===== config.mk =====
export PLATFORM = sky130hd
export DESIGN_NAME = logger_binary_record_decoder_core
export DESIGN_NICKNAME = d
export VERILOG_FILES = /design/src/rtl/core/lbrd_pkg.sv /design/src/rtl/core/logger_binary_record_decoder_core.sv
export SDC_FILE = /design/constraint.sdc
export NUM_CORES = 1
export LEC_CHECK = 0
export BUFFER_PORTS_ARGS = -buffer_cell sky130_fd_sc_hd__buf_4
export CAP_MARGIN = 20
export CORE_MARGIN = 2
export CORE_UTILIZATION = 35
export CTS_CLUSTER_DIAMETER = 120
export DETAILED_ROUTE_END_ITERATION = 7
export GPL_TIMING_DRIVEN = 0
export PLACE_DENSITY = 0.62
export SLEW_MARGIN = 20
export SYNTH_ARGS = -nofsm -noshare
export SYNTH_HDL_FRONTEND = slang
export SYNTH_SLANG_ARGS = --single-unit
export TNS_END_PERCENT = 30

===== constraint.sdc =====
create_clock -name clk -period 6.6 [get_ports clk]
set_input_delay 1.32 -clock clk [delete_from_list [all_inputs] [get_ports clk]]
set_output_delay 1.32 -clock clk [all_outputs]
set_load 0.01 [all_outputs]

===== src/rtl/core/lbrd_pkg.sv =====
// Package for the logger binary record decoder: word kind codes, decode constants
// and the result item type. It has no dependencies.
package lbrd_pkg;

    typedef enum logic [1:0] {
        KIND_SKIP = 2'd0,
        KIND_HIGH = 2'd1,
        KIND_LOW  = 2'd2
    } word_kind_t;

    localparam int unsigned VALUE_COUNT_W = 7;
    localparam int unsigned MANTISSA_W    = 18;
    localparam int unsigned MAG_W         = 17;
    localparam int unsigned DP_W          = 3;
    localparam int unsigned OUT_DATA_W    = 24;

    // Magnitudes that mark a missing value when negative with exponent zero.
    localparam logic [MAG_W-1:0] LOW_SENTINEL_MAG  = 17'd6999;
    localparam logic [MAG_W-1:0] HIGH_SENTINEL_MAG = 17'd99999;

    // The first highest exponent that counts as invalid.
    localparam logic [DP_W-1:0] FIRST_BAD_EXP = 3'd6;

    typedef struct packed {
        logic                  missing;
        logic [DP_W-1:0]       decimal_places;
        logic [MANTISSA_W-1:0] mantissa;
    } out_item_t;

endpackage


===== src/rtl/core/logger_binary_record_decoder_core.sv =====
// Logger binary record decoder: byte stream in, decoded value stream out.
// Depends on lbrd_pkg for word kinds, constants and the result item type.
//
// Usage:
//   s_tdata[7:0] carries one record byte per item and s_tlast marks the final
//   byte of a record. Each two-byte low-resolution word or valid four-byte
//   high-resolution word yields one item on the m_ side, whose m_tlast marks
//   the clamped value_count-th value of the record. cfg_data sets
//   value_count and is always accepted; write it only while the block is idle.
//   Each decoded value is registered in the result register before it leaves.
//   Throughput: one byte per cycle while the output is not stalled. At record
//   end the block inserts missing values up to the clamped value_count, one
//   per cycle while the output takes them, and decodes no byte meanwhile.
//   A one-item input buffer keeps s_tready a plain register output; it drops
//   while that buffer holds an item, which happens when the stalled output
//   cannot take a byte or while record-end padding is under way.
//   When m_tready is low the result register holds its item and the decoder
//   waits; nothing is lost.
//   Reset clears all word state and sets value_count to 1.
module logger_binary_record_decoder_core #(
    parameter int unsigned MAX_VALUES = 64
) (
    input  logic        clk,
    input  logic        rst_n,
    input  logic        s_tvalid,
    output logic        s_tready,
    input  logic [7:0]  s_tdata,   // [7:0] data_byte
    input  logic        s_tlast,   // end_of_record
    output logic        m_tvalid,
    input  logic        m_tready,
    output logic [23:0] m_tdata,   // [17:0] mantissa, [20:18] decimal_places, [21] missing
    output logic        m_tlast,   // last_value
    input  logic        cfg_valid,
    output logic        cfg_ready,
    input  logic [6:0]  cfg_data   // value_count
);

    localparam int unsigned CW = $clog2(MAX_VALUES + 1);

    logic [lbrd_pkg::VALUE_COUNT_W-1:0] value_count_reg;
    logic [CW-1:0]                      eff_count;

    logic                   skid_valid_reg;
    logic [7:0]             skid_data_reg;
    logic                   skid_last_reg;

    logic [1:0]             phase_reg, phase_next;
    lbrd_pkg::word_kind_t   kind_reg, kind_next;
    logic [23:0]            held_reg, held_next;
    logic [CW-1:0]          emitted_reg, emitted_next;
    logic                   pad_reg, pad_next;

    logic                   out_valid_reg, out_valid_next;
    lbrd_pkg::out_item_t    out_item_reg, out_item_next;
    logic                   out_last_reg, out_last_next;

    logic                   in_acc;
    logic                   head_valid;
    logic [7:0]             head_byte;
    logic                   head_last;
    logic                   out_free;
    logic                   process;
    logic                   active;

    logic                      dec_emit;
    logic                      dec_neg;
    logic [lbrd_pkg::MAG_W-1:0] dec_mag;
    logic [lbrd_pkg::DP_W-1:0]  dec_exp;
    logic                      dec_miss;
    logic [31:0]               hi_word;
    logic [15:0]               lo_word;
    logic [CW:0]               emitted_inc;
    logic                      is_last;
    logic [lbrd_pkg::MANTISSA_W-1:0] signed_mag;

    // Effective count, clamped to 1..MAX_VALUES.
    always_comb
    begin
        if (value_count_reg == '0)
        begin
            eff_count = CW'(1);
        end
        else if (32'(value_count_reg) > MAX_VALUES)
        begin
            eff_count = CW'(MAX_VALUES);
        end
        else
        begin
            eff_count = CW'(value_count_reg);
        end
    end

    assign cfg_ready = 1'b1;
    assign s_tready  = !skid_valid_reg;
    assign in_acc    = s_tvalid && s_tready;

    assign head_valid = skid_valid_reg || in_acc;
    assign head_byte  = skid_valid_reg ? skid_data_reg : s_tdata;
    assign head_last  = skid_valid_reg ? skid_last_reg : s_tlast;

    assign out_free = !out_valid_reg || m_tready;
    assign process  = head_valid && out_free && !pad_reg;
    assign active   = emitted_reg < eff_count;

    assign hi_word = {held_reg, head_byte};
    assign lo_word = {held_reg[7:0], head_byte};

    assign emitted_inc = {1'b0, emitted_reg} + 1'b1;
    assign is_last     = emitted_inc == {1'b0, eff_count};

    // Word decode for the byte at the head of the input.
    always_comb
    begin
        phase_next = phase_reg;
        kind_next  = kind_reg;
        held_next  = held_reg;
        dec_emit   = 1'b0;
        dec_neg    = 1'b0;
        dec_mag    = '0;
        dec_exp    = '0;
        dec_miss   = 1'b0;
        if (active)
        begin
            priority if (phase_reg == 2'd0)
            begin
                if ((head_byte & 8'h1c) == 8'h1c)
                begin
                    if ((head_byte & 8'hfc) == 8'hfc || head_byte == 8'h7f)
                    begin
                        kind_next  = lbrd_pkg::KIND_SKIP;
                        phase_next = 2'd1;
                    end
                    else if ((head_byte & 8'h3c) == 8'h1c)
                    begin
                        kind_next  = lbrd_pkg::KIND_HIGH;
                        held_next  = {16'h0000, head_byte};
                        phase_next = 2'd1;
                    end
                end
                else
                begin
                    kind_next  = lbrd_pkg::KIND_LOW;
                    held_next  = {16'h0000, head_byte};
                    phase_next = 2'd1;
                end
            end
            else if (phase_reg == 2'd1 && kind_reg == lbrd_pkg::KIND_LOW)
            begin
                dec_emit   = 1'b1;
                dec_neg    = lo_word[15];
                dec_exp    = {1'b0, lo_word[14:13]};
                dec_mag    = {4'h0, lo_word[12:0]};
                dec_miss   = lo_word[15] && lo_word[14:13] == 2'd0
                             && {4'h0, lo_word[12:0]} == lbrd_pkg::LOW_SENTINEL_MAG;
                phase_next = 2'd0;
            end
            else if (kind_reg == lbrd_pkg::KIND_HIGH && phase_reg != 2'd3)
            begin
                held_next  = {held_reg[15:0], head_byte};
                phase_next = phase_reg + 2'd1;
            end
            else if (kind_reg == lbrd_pkg::KIND_HIGH)
            begin
                // The third byte must look like 0x3C..0x3F for the word to count.
                dec_emit   = hi_word[15:10] == 6'b001111;
                dec_neg    = hi_word[30];
                dec_exp    = {hi_word[25:24], hi_word[31]};
                dec_mag    = {hi_word[8], hi_word[23:16], hi_word[7:0]};
                dec_miss   = (hi_word[30] && dec_exp == '0
                              && dec_mag == lbrd_pkg::HIGH_SENTINEL_MAG)
                             || dec_exp >= lbrd_pkg::FIRST_BAD_EXP;
                phase_next = 2'd0;
            end
            else
            begin
                phase_next = 2'd0;
            end
        end
    end

    assign signed_mag = dec_neg ? (18'd0 - {1'b0, dec_mag}) : {1'b0, dec_mag};

    // Sequencing of decoded values, record-end padding and the result register.
    always_comb
    begin
        emitted_next   = emitted_reg;
        pad_next       = pad_reg;
        out_valid_next = out_valid_reg && !m_tready;
        out_item_next  = out_item_reg;
        out_last_next  = out_last_reg;

        if (pad_reg)
        begin
            if (out_free)
            begin
                out_valid_next               = 1'b1;
                out_item_next.missing        = 1'b1;
                out_item_next.decimal_places = '0;
                out_item_next.mantissa       = '0;
                out_last_next                = is_last;
                if (is_last)
                begin
                    emitted_next = '0;
                    pad_next     = 1'b0;
                end
                else
                begin
                    emitted_next = emitted_inc[CW-1:0];
                end
            end
        end
        else if (process)
        begin
            if (dec_emit)
            begin
                out_valid_next               = 1'b1;
                out_item_next.missing        = dec_miss;
                out_item_next.decimal_places = dec_miss ? '0 : dec_exp;
                out_item_next.mantissa       = dec_miss ? '0 : signed_mag;
                out_last_next                = is_last;
                emitted_next                 = emitted_inc[CW-1:0];
            end
            if (head_last)
            begin
                // Pad only while the record still lacks values.
                if ((dec_emit ? emitted_inc[CW-1:0] : emitted_reg) < eff_count)
                begin
                    pad_next = 1'b1;
                end
                else
                begin
                    emitted_next = '0;
                end
            end
        end
    end

    always_ff @(posedge clk or negedge rst_n)
    begin
        if (!rst_n)
        begin
            value_count_reg <= 7'd1;
            skid_valid_reg  <= 1'b0;
            phase_reg       <= 2'd0;
            kind_reg        <= lbrd_pkg::KIND_SKIP;
            held_reg        <= '0;
            emitted_reg     <= '0;
            pad_reg         <= 1'b0;
            out_valid_reg   <= 1'b0;
        end
        else
        begin
            if (cfg_valid && cfg_ready)
            begin
                value_count_reg <= cfg_data;
            end
            skid_valid_reg <= skid_valid_reg ? !process : (in_acc && !process);
            if (process)
            begin
                if (head_last)
                begin
                    phase_reg <= 2'd0;
                    kind_reg  <= lbrd_pkg::KIND_SKIP;
                    held_reg  <= '0;
                end
                else
                begin
                    phase_reg <= phase_next;
                    kind_reg  <= kind_next;
                    held_reg  <= held_next;
                end
            end
            emitted_reg   <= emitted_next;
            pad_reg       <= pad_next;
            out_valid_reg <= out_valid_next;
        end
    end

    always_ff @(posedge clk)
    begin
        if (in_acc && !process)
        begin
            skid_data_reg <= s_tdata;
            skid_last_reg <= s_tlast;
        end
        out_item_reg <= out_item_next;
        out_last_reg <= out_last_next;
    end

    assign m_tvalid = out_valid_reg;
    assign m_tdata  = {2'b00, out_item_reg};
    assign m_tlast  = out_last_reg;

endmodule

==> summary.log, run 1 <==
INFO  cells_and_area layout-drive-gt1-share=0.165
INFO  synth          synthesis.area_per_instance=9.55um^2
INFO  timing         fmax=0.189GHz
INFO  synth          syn_inst=482
INFO  die            boundaryPins=49
INFO  synth          synth-async-reset-ratio=0.562
INFO  pwr            power_density=404mW/mm^2
INFO  place          port_buffers=44
INFO  synth          dominant_cells_by_area_after_synthesis=dfrtp_1, edfxtp_1, mux2i_1
INFO  synth          warnings_synthesis=0
INFO  clock_tree     worstSkewPairLatency=0.33ns
INFO  cells_and_area number_of_nets_in_the_layout=578
INFO  cells_and_area fin_area=0.00548mm^2
INFO  route          post-route-drc-count=0
INFO  worst_setup_path crit_arrival=5.53ns
INFO  clock_tree     tritoncts=done
INFO  synth          synth.distinct_cells=59
INFO  synth          synth.cell_area=0.00460mm^2
INFO  clock_tree     cts_sinks=73
INFO  place          gp_congestion=0.919
INFO  die            initial_util=0.362
INFO  clock_tree     clock_path_buffers=2
INFO  timing         final_min_period_over_clock_period=0.802
INFO  place          placedInstanceArea=0.00520mm^2
INFO  global_routing grt.total_usage=0.166
INFO  timing         final-max-slew-violation-count=0
INFO  global_routing first_pass_grt_wire_length=18900um
INFO  route          drt_iter0_markers=333
INFO  global_routing grt_antenna_before_repair=0
INFO  pwr            cellLeakagePower=0.00227uW
INFO  cells_and_area final_core_util=0.430
INFO  die            die-area=0.0141mm^2
INFO  route          detailroute.via_count=3824
INFO  worst_setup_path critical_path.max_stage_delay=0.88ns
INFO  route          ant_nets=0
INFO  synth          synth_top_cell_area_share=0.217
INFO  global_routing grt_max_degree=42
INFO  timing         layout_min_cycle_time=5.30ns
INFO  timing         clock_tree_skew_after_final_layout=0.00768ns
INFO  synth          number_of_flops_mapped_to_enable_cells_by_yosys=32
INFO  status         outcome=finished clean
INFO  place          dp_cells=700
INFO  worst_setup_path cp-start-kind=flop
INFO  synth          synthTopCellsByCount=nor2_1, nand2_1, dfrtp_1
INFO  timing         final_hold_viol_count=0
INFO  timing         setup_tns=0ns
INFO  cells_and_area final.fill_count=1252
INFO  timing         setup_repair_after_global_routing_missed_its_margin=no
INFO  clock_tree     cts_resized=0
INFO  global_routing globalRouteOverflowTotal=0
INFO  synth          yosys.cell_count.top_type=nor2_1
INFO  synth          synth_seq_area_share=0.432
INFO  worst_setup_path critical_path_buf_inv_count=3
INFO  route          met2_length=5220um
INFO  timing         worst_slew_pin_slew=1.06ns
INFO  die            floorplan.rows=41
INFO  route          drt_first_pass_iters=6
INFO  pwr            max_vdd_drop=178uV
INFO  route          route.detailed.vias_per_inst=5.34
INFO  cells_and_area layout.area.seq=0.00199mm^2
INFO  cells_and_area footprint_of_the_multi_input_gates=0.00243mm^2
INFO  hold_path      hold_path_class=flop to flop
INFO  worst_setup_path critical_path.max_fanout=9
INFO  cells_and_area instances_no_fill=716
INFO  route          wl_met1=5630um
INFO  cells_and_area largest_register_ff_count=22
INFO  worst_setup_path crit_chain=clkbuf_1 -> nor2b_1 -> inv_1 -> ha_1 -> o21a_1 -> a211o_1 -> nor3_1 -> nand2_1 -> xnor2_1 -> ha_1 -> a2111oi_0 -> a31oi_1 -> or3b_1 -> buf_4 -> nor3b_1 -> nor3_1
INFO  place          detailed_place_hpwl=8590um
INFO  cells_and_area antenna-diode-count=0
INFO  worst_setup_path critical_path.top_delay_family=simple AND/OR/NAND/NOR gates
INFO  die            die_width=119um
INFO  clock_tree     cts.root.buffer_cell=clkbuf_16
INFO  clock_tree     post_cts.repair.setup_buffers=0
INFO  clock_tree     ctsHoldBuffers=0
INFO  clock_tree     htree_num_levels=3
INFO  route          drt-total-wl=11500um
INFO  route          top_signal_layer_used=met4
INFO  route          wl_met3=522um
INFO  timing         setup_violations=0
INFO  clock_tree     cts_inserted_buffers=9
INFO  clock_tree     cts.reportedPaths.clkPinSlew=0.06ns
INFO  timing         relSlewSlack=0.287
INFO  flow_run       maxCapViolCount=0
INFO  cells_and_area layout-area-overhead-vs-synth=18.9%
INFO  worst_setup_path end_kind=flop
INFO  pwr            post-layout-total-power=2210uW
INFO  global_routing grt_pass1_vias=3759
INFO  worst_setup_path critPathRequiredTime=6.84ns
INFO  route          avgRoutedWirePerCell=16.1um
INFO  die            design.core.area=0.0127mm^2
INFO  synth          synth_top_area_cell=dfrtp_1
INFO  synth          ys_seq_elements=73
INFO  die            die_h=119um
INFO  worst_setup_path crit_path_top_delay_cell=nor3_1
INFO  worst_setup_path path_class=flop to flop
INFO  synth          yosys_most_used_dff=dfrtp_1
## report_power, final
part / switching (uW) / total [uW] / internal, uW
clock: 178 / 453 / 276
combinational: 586 / 992 / 406
sequential: 131 / 768 / 637
## final cells by class
type | count | area share
clock inverters | 2 | 0.00251
plain buffers | 24 | 0.0199
multi-input cells | 360 | 0.444
repair buffers | 45 | 0.0654
inverters | 26 | 0.0178
clock buffers | 14 | 0.0482
well taps | 172 | 0.0393
flip-flops and latches | 73 | 0.363
## routing by layer
metal | up-vias | track usage
li1 | 1863 | -
met1 | 1844 | 0.228
met2 | 101 | 0.263
met3 | 16 | 0.0314
met4 | 0 | 0.0580
met5 | - | 0
## cells in the final DEF, fill, tap and decap left out, types with 3 or more instances in the layout
master	instances
a311oi_1	3
nor3_1	14
nand2b_1	8
a211oi_1	4
or3b_2	3
conb_1	3
a31oi_1	11
ha_1	18
o21a_1	3
o21bai_1	3
nor2b_1	5
dfrtp_1	40
mux2i_1	24
or4_1	4
o21ai_0	16
buf_4	48
or3_1	3
and2_1	3
nand2_1	43
a21o_1	5
xor2_1	10
a21oi_1	20
nand3_1	10
buf_2	3
nand4_1	6
edfxtp_1	32
mux2_2	16
nor2_1	56
clkbuf_16	9
nor4_1	3
nand3b_1	9
xnor2_1	12
and3_1	5
a221oi_1	4
clkbuf_1	20
o211ai_1	4
a211o_1	3
inv_1	26
## metrics by stage
stage               hold slack (ns)  worst slack (ns)
floorplan                     0.475              2.44
global placement              0.501              1.38
detailed placement            0.523              1.38
CTS                           0.534              1.30
global route                  0.586             0.853
finish                        0.533              1.30
## tightest hold or removal path, stage by stage, from the launching register on
cell and delay [ns]:
dfrtp_1 0.37, nand2_1 0.05, o21ai_0 0.07
## worst paths after layout
path / start / to / slack [ns] / cells after the start
max in group asynchronous: rst_n / held_reg[7] / 5.23 / 1
setup / recovery: value_count_reg[6] / emitted_reg[2] / 1.30 / 16
setup reg to reg: value_count_reg[6] / emitted_reg[2] / 1.30 / 16
hold reg to reg: phase_reg[1] / phase_reg[1] / 0.53 / 2
min in group asynchronous: rst_n / value_count_reg[3] / 0.98 / 1
hold / removal: phase_reg[1] / phase_reg[1] / 0.53 / 2
## logic make-up (layout without fill, tap and decap cells)
group | Yosys count | in the layout | share of synthesized area
buffers and inverters | 50 | 111 | 0.0448
adders and majority gates | 18 | 18 | 0.0489
AOI/OAI and AO/OA | 92 | 92 | 0.134
and+or+nand+nor | 184 | 184 | 0.201
DFF | 73 | 73 | 0.432
xor gates and xnor gates | 23 | 23 | 0.0467
muxes | 40 | 40 | 0.0913
other | 2 | 3 | 0.00163
Power figures use the tool's default switching activity.
==> run 2: changes to the inputs <==
==> constraint.sdc (replaced) <==
create_clock -name clk -period 5 [get_ports clk]
set_input_delay 1 -clock clk [delete_from_list [all_inputs] [get_ports clk]]
set_output_delay 1 -clock clk [all_outputs]
set_load 0.01 [all_outputs]
==> run 2 against run 1 <==
Non-clock buffer count did not move. Clock power rose by 32%. Combinational power rose by 33%. Register-to-register slack worse by 0.97 ns. Final cell count unchanged. Sequential power is 32% higher. Via count increased by 0.60%. Clock skew hardly changed. Final area up 0.39%. First-iteration DRC count stayed put. Die area unchanged. Critical endpoint unchanged.
==> summary.log, run 2 (synthesized netlist as in run 1, its figures left out) <==
INFO  timing         setup_violations=0
INFO  cells_and_area number_of_nets_in_the_layout=578
INFO  global_routing grt_pass1_vias=3761
INFO  hold_path      worstHoldEndpoint=phase_reg[1]
INFO  place          port_buffers=44
INFO  timing         setup_tns=0ns
INFO  hold_path      whs_path_depth=2
INFO  clock_tree     cts_inserted_buffers=9
INFO  pwr            cellLeakagePower=0.00227uW
INFO  route          avgRoutedWirePerCell=16.2um
INFO  pwr            power.sequential.fraction=0.345
INFO  clock_tree     htree_num_levels=3
INFO  pwr            max_vdd_drop=237uV
INFO  worst_setup_path end_kind=flop
INFO  worst_setup_path regToRegEndpoint=emitted_reg[2]
INFO  route          drt_iter0_markers=333
INFO  clock_tree     tritoncts=done
INFO  worst_setup_path critical_path.max_fanout=9
INFO  route          post-route-drc-count=0
INFO  timing         clock_tree_skew_after_final_layout=0.00782ns
INFO  timing         worst_hold_slack=0.532ns
INFO  die            die_width=119um
INFO  global_routing grt_antenna_before_repair=0
INFO  worst_setup_path cp-start-kind=flop
INFO  timing         setup_repair_after_global_routing_missed_its_margin=no
INFO  place          gp_congestion=0.919
INFO  pwr            clock_network_fraction_of_total_power=0.204
INFO  hold_path      hold_start=phase_reg[1]
INFO  die            die_h=119um
INFO  timing         relSlewSlack=0.397
INFO  worst_setup_path rr_worst_depth=17
INFO  pwr            post-layout-total-power=2940uW
INFO  place          dp_cells=700
INFO  die            die-area=0.0141mm^2
INFO  global_routing globalRouteOverflowTotal=0
INFO  cells_and_area instances_no_fill=716
INFO  worst_setup_path setup.reg_to_reg.worst_slack=0.33ns
INFO  die            initial_util=0.362
INFO  cells_and_area mostFrequentLayoutCell=nor2_1
INFO  route          drt-total-wl=11600um
INFO  pwr            switching_share=0.406
INFO  clock_tree     clock_path_buffers=2
INFO  route          detailroute.via_count=3847
INFO  worst_setup_path path_class=flop to flop
INFO  timing         layout_min_cycle_time=4.67ns
INFO  cells_and_area largest_register_ff_count=22
INFO  die            boundaryPins=49
INFO  clock_tree     cts.root.buffer_cell=clkbuf_16
INFO  pwr            cell_internal_pwr=1750uW
INFO  clock_tree     worstSkewPairLatency=0.33ns
INFO  flow_run       maxCapViolCount=0
INFO  clock_tree     cts.reportedPaths.clkPinSlew=0.06ns
INFO  pwr            power.switching=1190uW
INFO  timing         final-max-slew-violation-count=0
INFO  worst_setup_path critical_path.reg2reg.startpoint=value_count_reg[6]
INFO  cells_and_area commonest_non_fill_non_tap_cells_in_the_layout=nor2_1, buf_4, nand2_1
INFO  route          drt_first_pass_iters=7
INFO  route          route.detailed.vias_per_inst=5.37
INFO  die            design.core.area=0.0127mm^2
INFO  global_routing first_pass_grt_wire_length=18900um
INFO  timing         final_hold_viol_count=0
INFO  global_routing grt_max_degree=42
INFO  timing         final_min_period_over_clock_period=0.934
INFO  worst_setup_path critPathRequiredTime=5.24ns
INFO  die            floorplan.rows=41
INFO  pwr            power.combinational.fraction=0.450
INFO  clock_tree     ctsHoldBuffers=0
INFO  cells_and_area antenna-diode-count=0
INFO  pwr            power_density=535mW/mm^2
INFO  timing         post-route-worst-setup-slack=0.331ns
INFO  status         outcome=finished clean
INFO  place          dp_worst_setup_slack=-0.222ns
INFO  global_routing grt.total_usage=0.166
INFO  timing         worst_slew_pin_slew=0.897ns
INFO  worst_setup_path crit_arrival=4.91ns
INFO  route          ant_nets=0
INFO  hold_path      hold_path_class=flop to flop
INFO  cells_and_area layout-drive-gt1-share=0.171
INFO  place          detailed_place_hpwl=8590um
INFO  timing         fmax=0.214GHz
INFO  cells_and_area layout-area-overhead-vs-synth=19.4%
INFO  cells_and_area final.fill_count=1250
INFO  clock_tree     cts_sinks=73
## run 2: cell count changes in the layout (fill, tap and decap cells not counted)
cell,before,now
a2111oi_0,2,1
nor3_4,0,1
nor3_1,14,13
a21oi_2,0,1
a21oi_1,20,19
a2111oi_2,0,1
## run 2: layout make-up
cell class                 count  area, um^2  share of cell area
multi-input combinational    360        2450               0.446
buffer                        24         109              0.0198
clock buffer                  14         264              0.0480
clock inverter                 2        13.8             0.00250
tap                          172         215              0.0392
inverter                      26        97.6              0.0178
sequential                    73        1990               0.362
timing repair buffer          45         358              0.0651
## run 2: worst max-delay path, cell delays in order (launching register included)
cell,delay (ns)
dfrtp_1,0.35
clkbuf_1,0.22
nor2b_1,0.37
inv_1,0.16
ha_1,0.32
o21a_1,0.18
a211o_1,0.40
or3_1,0.37
clkbuf_1,0.23
nor2_1,0.22
xnor2_1,0.14
ha_1,0.26
a21o_1,0.18
a221oi_1,0.32
or3b_1,0.38
buf_4,0.17
nor3b_1,0.14
nor3_1,0.16
## run 2: power by group through the flow
stage / Combinational [uW] / Sequential (uW) / Clock (uW)
6_report: 1320 / 1010 / 600
5_1_grt: 1460 / 1040 / 638
4_1_cts: 1300 / 1010 / 613
3_5_place_dp: 1290 / 1020 / 0
3_3_place_gp: 1240 / 1020 / 0
2_1_floorplan: 866 / 1000 / 0
## run 2: worst max-delay path by stage
stage                                   from        endpoint  slack (ns)  cells after the start
after detailed placement  value_count_reg[6]  emitted_reg[3]       -0.22                     15
after floorplan           value_count_reg[6]  emitted_reg[3]        0.84                     16
after global placement    value_count_reg[6]  emitted_reg[2]       -0.22                     16
after CTS                 value_count_reg[6]  emitted_reg[3]        0.06                     15
final                     value_count_reg[6]  emitted_reg[2]        0.33                     17
after global routing      value_count_reg[6]  emitted_reg[2]        0.03                     19
## run 2: metal layers
| layer | up-vias | part of all wire | track usage | routed length (um) |
|---|---|---|---|---|
| met5 | - | 0 | 0 | 0 |
| met4 | 0 | 0.014 | 0.0580 | 165 |
| met3 | 17 | 0.053 | 0.0314 | 611 |
| met2 | 117 | 0.45 | 0.263 | 5170 |
| met1 | 1850 | 0.49 | 0.228 | 5620 |
| li1 | 1863 | - | - | - |
## run 2: stage by stage
stage | utilization | cell area, um^2
after global routing | 0.432 | 5500
after detailed placement | 0.409 | 5200
after global placement | 0.405 | 5150
after CTS | 0.431 | 5480
final | 0.432 | 5500
after floorplan | - | 4610
## run 2: timing repair
action	in CTS	in global routing
hold endpoints to repair	0	0
endpoints found under the setup margin	7	8
setup buffers	0	0
gates resized for setup	1	4
==> run 3: changes to the inputs <==
--- a/config.mk
+++ b/config.mk
@@ -7,12 +7,13 @@
 export LEC_CHECK = 0
 export BUFFER_PORTS_ARGS = -buffer_cell sky130_fd_sc_hd__buf_4
 export CAP_MARGIN = 20
+export CORE_ASPECT_RATIO = 0.75
 export CORE_MARGIN = 2
 export CORE_UTILIZATION = 35
-export CTS_CLUSTER_DIAMETER = 120
 export DETAILED_ROUTE_END_ITERATION = 7
 export GPL_TIMING_DRIVEN = 0
 export PLACE_DENSITY = 0.62
+export RECOVER_POWER = 50
 export SLEW_MARGIN = 20
 export SYNTH_ARGS = -nofsm -noshare
 export SYNTH_HDL_FRONTEND = slang
==> run 3 against run 2 <==
The run now ends with max-capacitance violations, max-slew violations left. Register-to-register slack better by 0.14 ns. Critical path type unchanged. Sequential power hardly changed. Global-route usage is 0.93 points higher. Flip-flop and latch count stayed put. Non-clock buffer count is 1 lower. Routed wire length is 0.29% higher.
==> summary.log, run 3 (synthesized netlist as in run 1, its figures left out) <==
INFO  clock_tree     cts_inserted_buffers=9
INFO  die            floorplan.rows=36
INFO  status         violations=max-capacitance violations, max-slew violations
INFO  place          gp_congestion=0.902
INFO  worst_setup_path cp-start-kind=flop
INFO  worst_setup_path setup.reg_to_reg.worst_slack=0.47ns
INFO  die            die_h=103um
INFO  flow_run       maxCapViolCount=1
INFO  cells_and_area commonest_non_fill_non_tap_cells_in_the_layout=nor2_1, clkbuf_1, nand2_1
INFO  pwr            max_vdd_drop=221uV
INFO  hold_path      hold_start=phase_reg[1]
INFO  timing         setup_tns=0ns
INFO  worst_setup_path critPathRequiredTime=5.23ns
INFO  timing         worst_hold_slack=0.541ns
INFO  timing         final-max-slew-violation-count=42
INFO  cells_and_area largest_register_ff_count=22
INFO  timing         setup_violations=0
INFO  timing         clock_tree_skew_after_final_layout=0.0115ns
INFO  worst_setup_path critical_path.top_delay_family=simple AND/OR/NAND/NOR gates
INFO  route          detailroute.via_count=3847
INFO  timing         relSlewSlack=-0.526
INFO  hold_path      hold_path_class=flop to flop
INFO  die            die_width=136um
INFO  worst_setup_path regToRegEndpoint=emitted_reg[2]
INFO  worst_setup_path crit_chain=inv_1 -> nand2_1 -> ha_1 -> a211o_1 -> a211o_1 -> or3_1 -> clkbuf_1 -> nor2_1 -> xnor2_1 -> ha_1 -> a21o_1 -> a221oi_1 -> or3b_1 -> buf_4 -> nor3b_1 -> nor3_1
INFO  clock_tree     cts_sinks=73
INFO  place          port_buffers=44
INFO  cells_and_area antenna-diode-count=0
INFO  worst_setup_path critical_path.max_stage_delay=0.50ns
INFO  die            die-area=0.0141mm^2
INFO  global_routing grt_antenna_before_repair=0
INFO  route          drt-total-wl=11600um
INFO  cells_and_area final_core_util=0.420
INFO  pwr            post-layout-total-power=3030uW
INFO  worst_setup_path critical_path.max_fanout=9
INFO  route          drt_iter0_markers=302
INFO  route          avgRoutedWirePerCell=16.3um
INFO  global_routing grt.total_usage=0.176
INFO  cells_and_area mostFrequentLayoutCell=nor2_1
INFO  timing         fmax=0.221GHz
INFO  hold_path      worstHoldEndpoint=phase_reg[1]
INFO  timing         worst_slew_pin_slew=2.29ns
INFO  worst_setup_path critical_path_buf_inv_count=3
INFO  cells_and_area layout-drive-gt1-share=0.114
INFO  worst_setup_path end_kind=flop
INFO  die            design.core.area=0.0129mm^2
INFO  route          post-route-drc-count=0
INFO  worst_setup_path crit_arrival=4.76ns
INFO  clock_tree     clock_path_buffers=2
INFO  timing         final_hold_viol_count=0
INFO  route          route.detailed.vias_per_inst=5.40
INFO  place          dp_cells=699
INFO  cells_and_area number_of_nets_in_the_layout=577
INFO  timing         layout_min_cycle_time=4.53ns
INFO  global_routing grt_max_degree=42
INFO  worst_setup_path critical_path_depth=16
INFO  timing         setup_repair_after_global_routing_missed_its_margin=no
INFO  route          ant_nets=0
INFO  worst_setup_path crit_path_top_delay_cell=dfrtp_1
INFO  die            initial_util=0.356
INFO  worst_setup_path rr_worst_depth=16
INFO  clock_tree     cts.root.buffer_cell=clkbuf_16
INFO  pwr            power_density=557mW/mm^2
INFO  global_routing globalRouteOverflowTotal=0
INFO  status         outcome=finished, violations left
INFO  clock_tree     tritoncts=done
INFO  global_routing first_pass_grt_wire_length=18800um
INFO  global_routing grt_pass1_vias=3678
INFO  place          detailed_place_hpwl=8810um
INFO  clock_tree     cts.reportedPaths.clkPinSlew=0.05ns
INFO  clock_tree     worstSkewPairLatency=0.34ns
INFO  worst_setup_path critical_path.reg2reg.startpoint=value_count_reg[6]
INFO  cells_and_area layout-area-overhead-vs-synth=18.0%
INFO  pwr            cellLeakagePower=0.00219uW
INFO  clock_tree     htree_num_levels=3
INFO  cells_and_area instances_no_fill=713
INFO  hold_path      whs_path_depth=2
INFO  worst_setup_path path_class=flop to flop
INFO  timing         final_min_period_over_clock_period=0.907
INFO  route          drt_first_pass_iters=5
INFO  die            boundaryPins=49
[run 3: cell types whose count changed in the layout (fill, tap and decap cells not counted), sizes merged]
cell	previous run	this run
buf	52	17
clkbuf	31	61
bufinv	0	3
clkinv	0	2
clkinvlp	1	0
inv	27	26
[run 3: worst max path at each step]
stage	from	end	slack [ns]
5_1_grt	value_count_reg[6]	emitted_reg[2]	0.05
6_report	value_count_reg[6]	emitted_reg[2]	0.47
2_1_floorplan	value_count_reg[6]	emitted_reg[3]	0.84
3_5_place_dp	value_count_reg[6]	emitted_reg[2]	-0.12
3_3_place_gp	value_count_reg[6]	emitted_reg[2]	-0.16
4_1_cts	value_count_reg[6]	emitted_reg[2]	0.15
[run 3: metal layers]
| layer | wire length, um | global-route usage | vias to the layer above |
|---|---|---|---|
| met1 | 5840 | 0.263 | 1848 |
| met2 | 4820 | 0.249 | 135 |
| li1 | - | - | 1850 |
| met3 | 750 | 0.0380 | 14 |
| met5 | 0 | 0 | - |
| met4 | 193 | 0.0617 | 0 |
[run 3: worst min-delay path, delay by kind of cell (launching register included)]
family / cells / cell delay (ns)
flops: 1 / 0.37
compound gates: 1 / 0.08
simple gates: 1 / 0.05
[run 3: final cells by class]
| type | instances | area [um^2] |
|---|---|---|
| Clock inverter | 5 | 104 |
| Tap cell | 171 | 214 |
| Buffer | 23 | 105 |
| Multi-Input combinational cell | 360 | 2440 |
| Inverter | 26 | 97.6 |
| Clock buffer | 10 | 239 |
| Timing Repair Buffer | 45 | 241 |
| Sequential cell | 73 | 1990 |
| Fill cell | 1259 | 7500 |
[run 3: per-stage QoR]
step           area (um^2)  setup slack [ns]
2_1_floorplan         4610             0.843
3_3_place_gp          5150            -0.157
3_5_place_dp          5200            -0.119
4_1_cts               5540             0.148
5_1_grt               5430            0.0501
6_report              5430             0.467
[run 3: report_power, final]
part	leakage (uW)	internal, uW	switching, uW	total [uW]
Sequential	0.000837	841	178	1020
Clock	0.000169	498	248	746
Combinational	0.00118	490	771	1260
Total	0.00219	1830	1200	3030
[run 3: repair_timing]
| action | CTS | global route |
|---|---|---|
| buffers inserted | 0 | 0 |
| hold buffers | 0 | 0 |
| endpoints found under the setup margin | 6 | 7 |
| pin swaps | 0 | 0 |
| endpoints found under the hold margin | 0 | 0 |
| gates resized for setup | 1 | 3 |
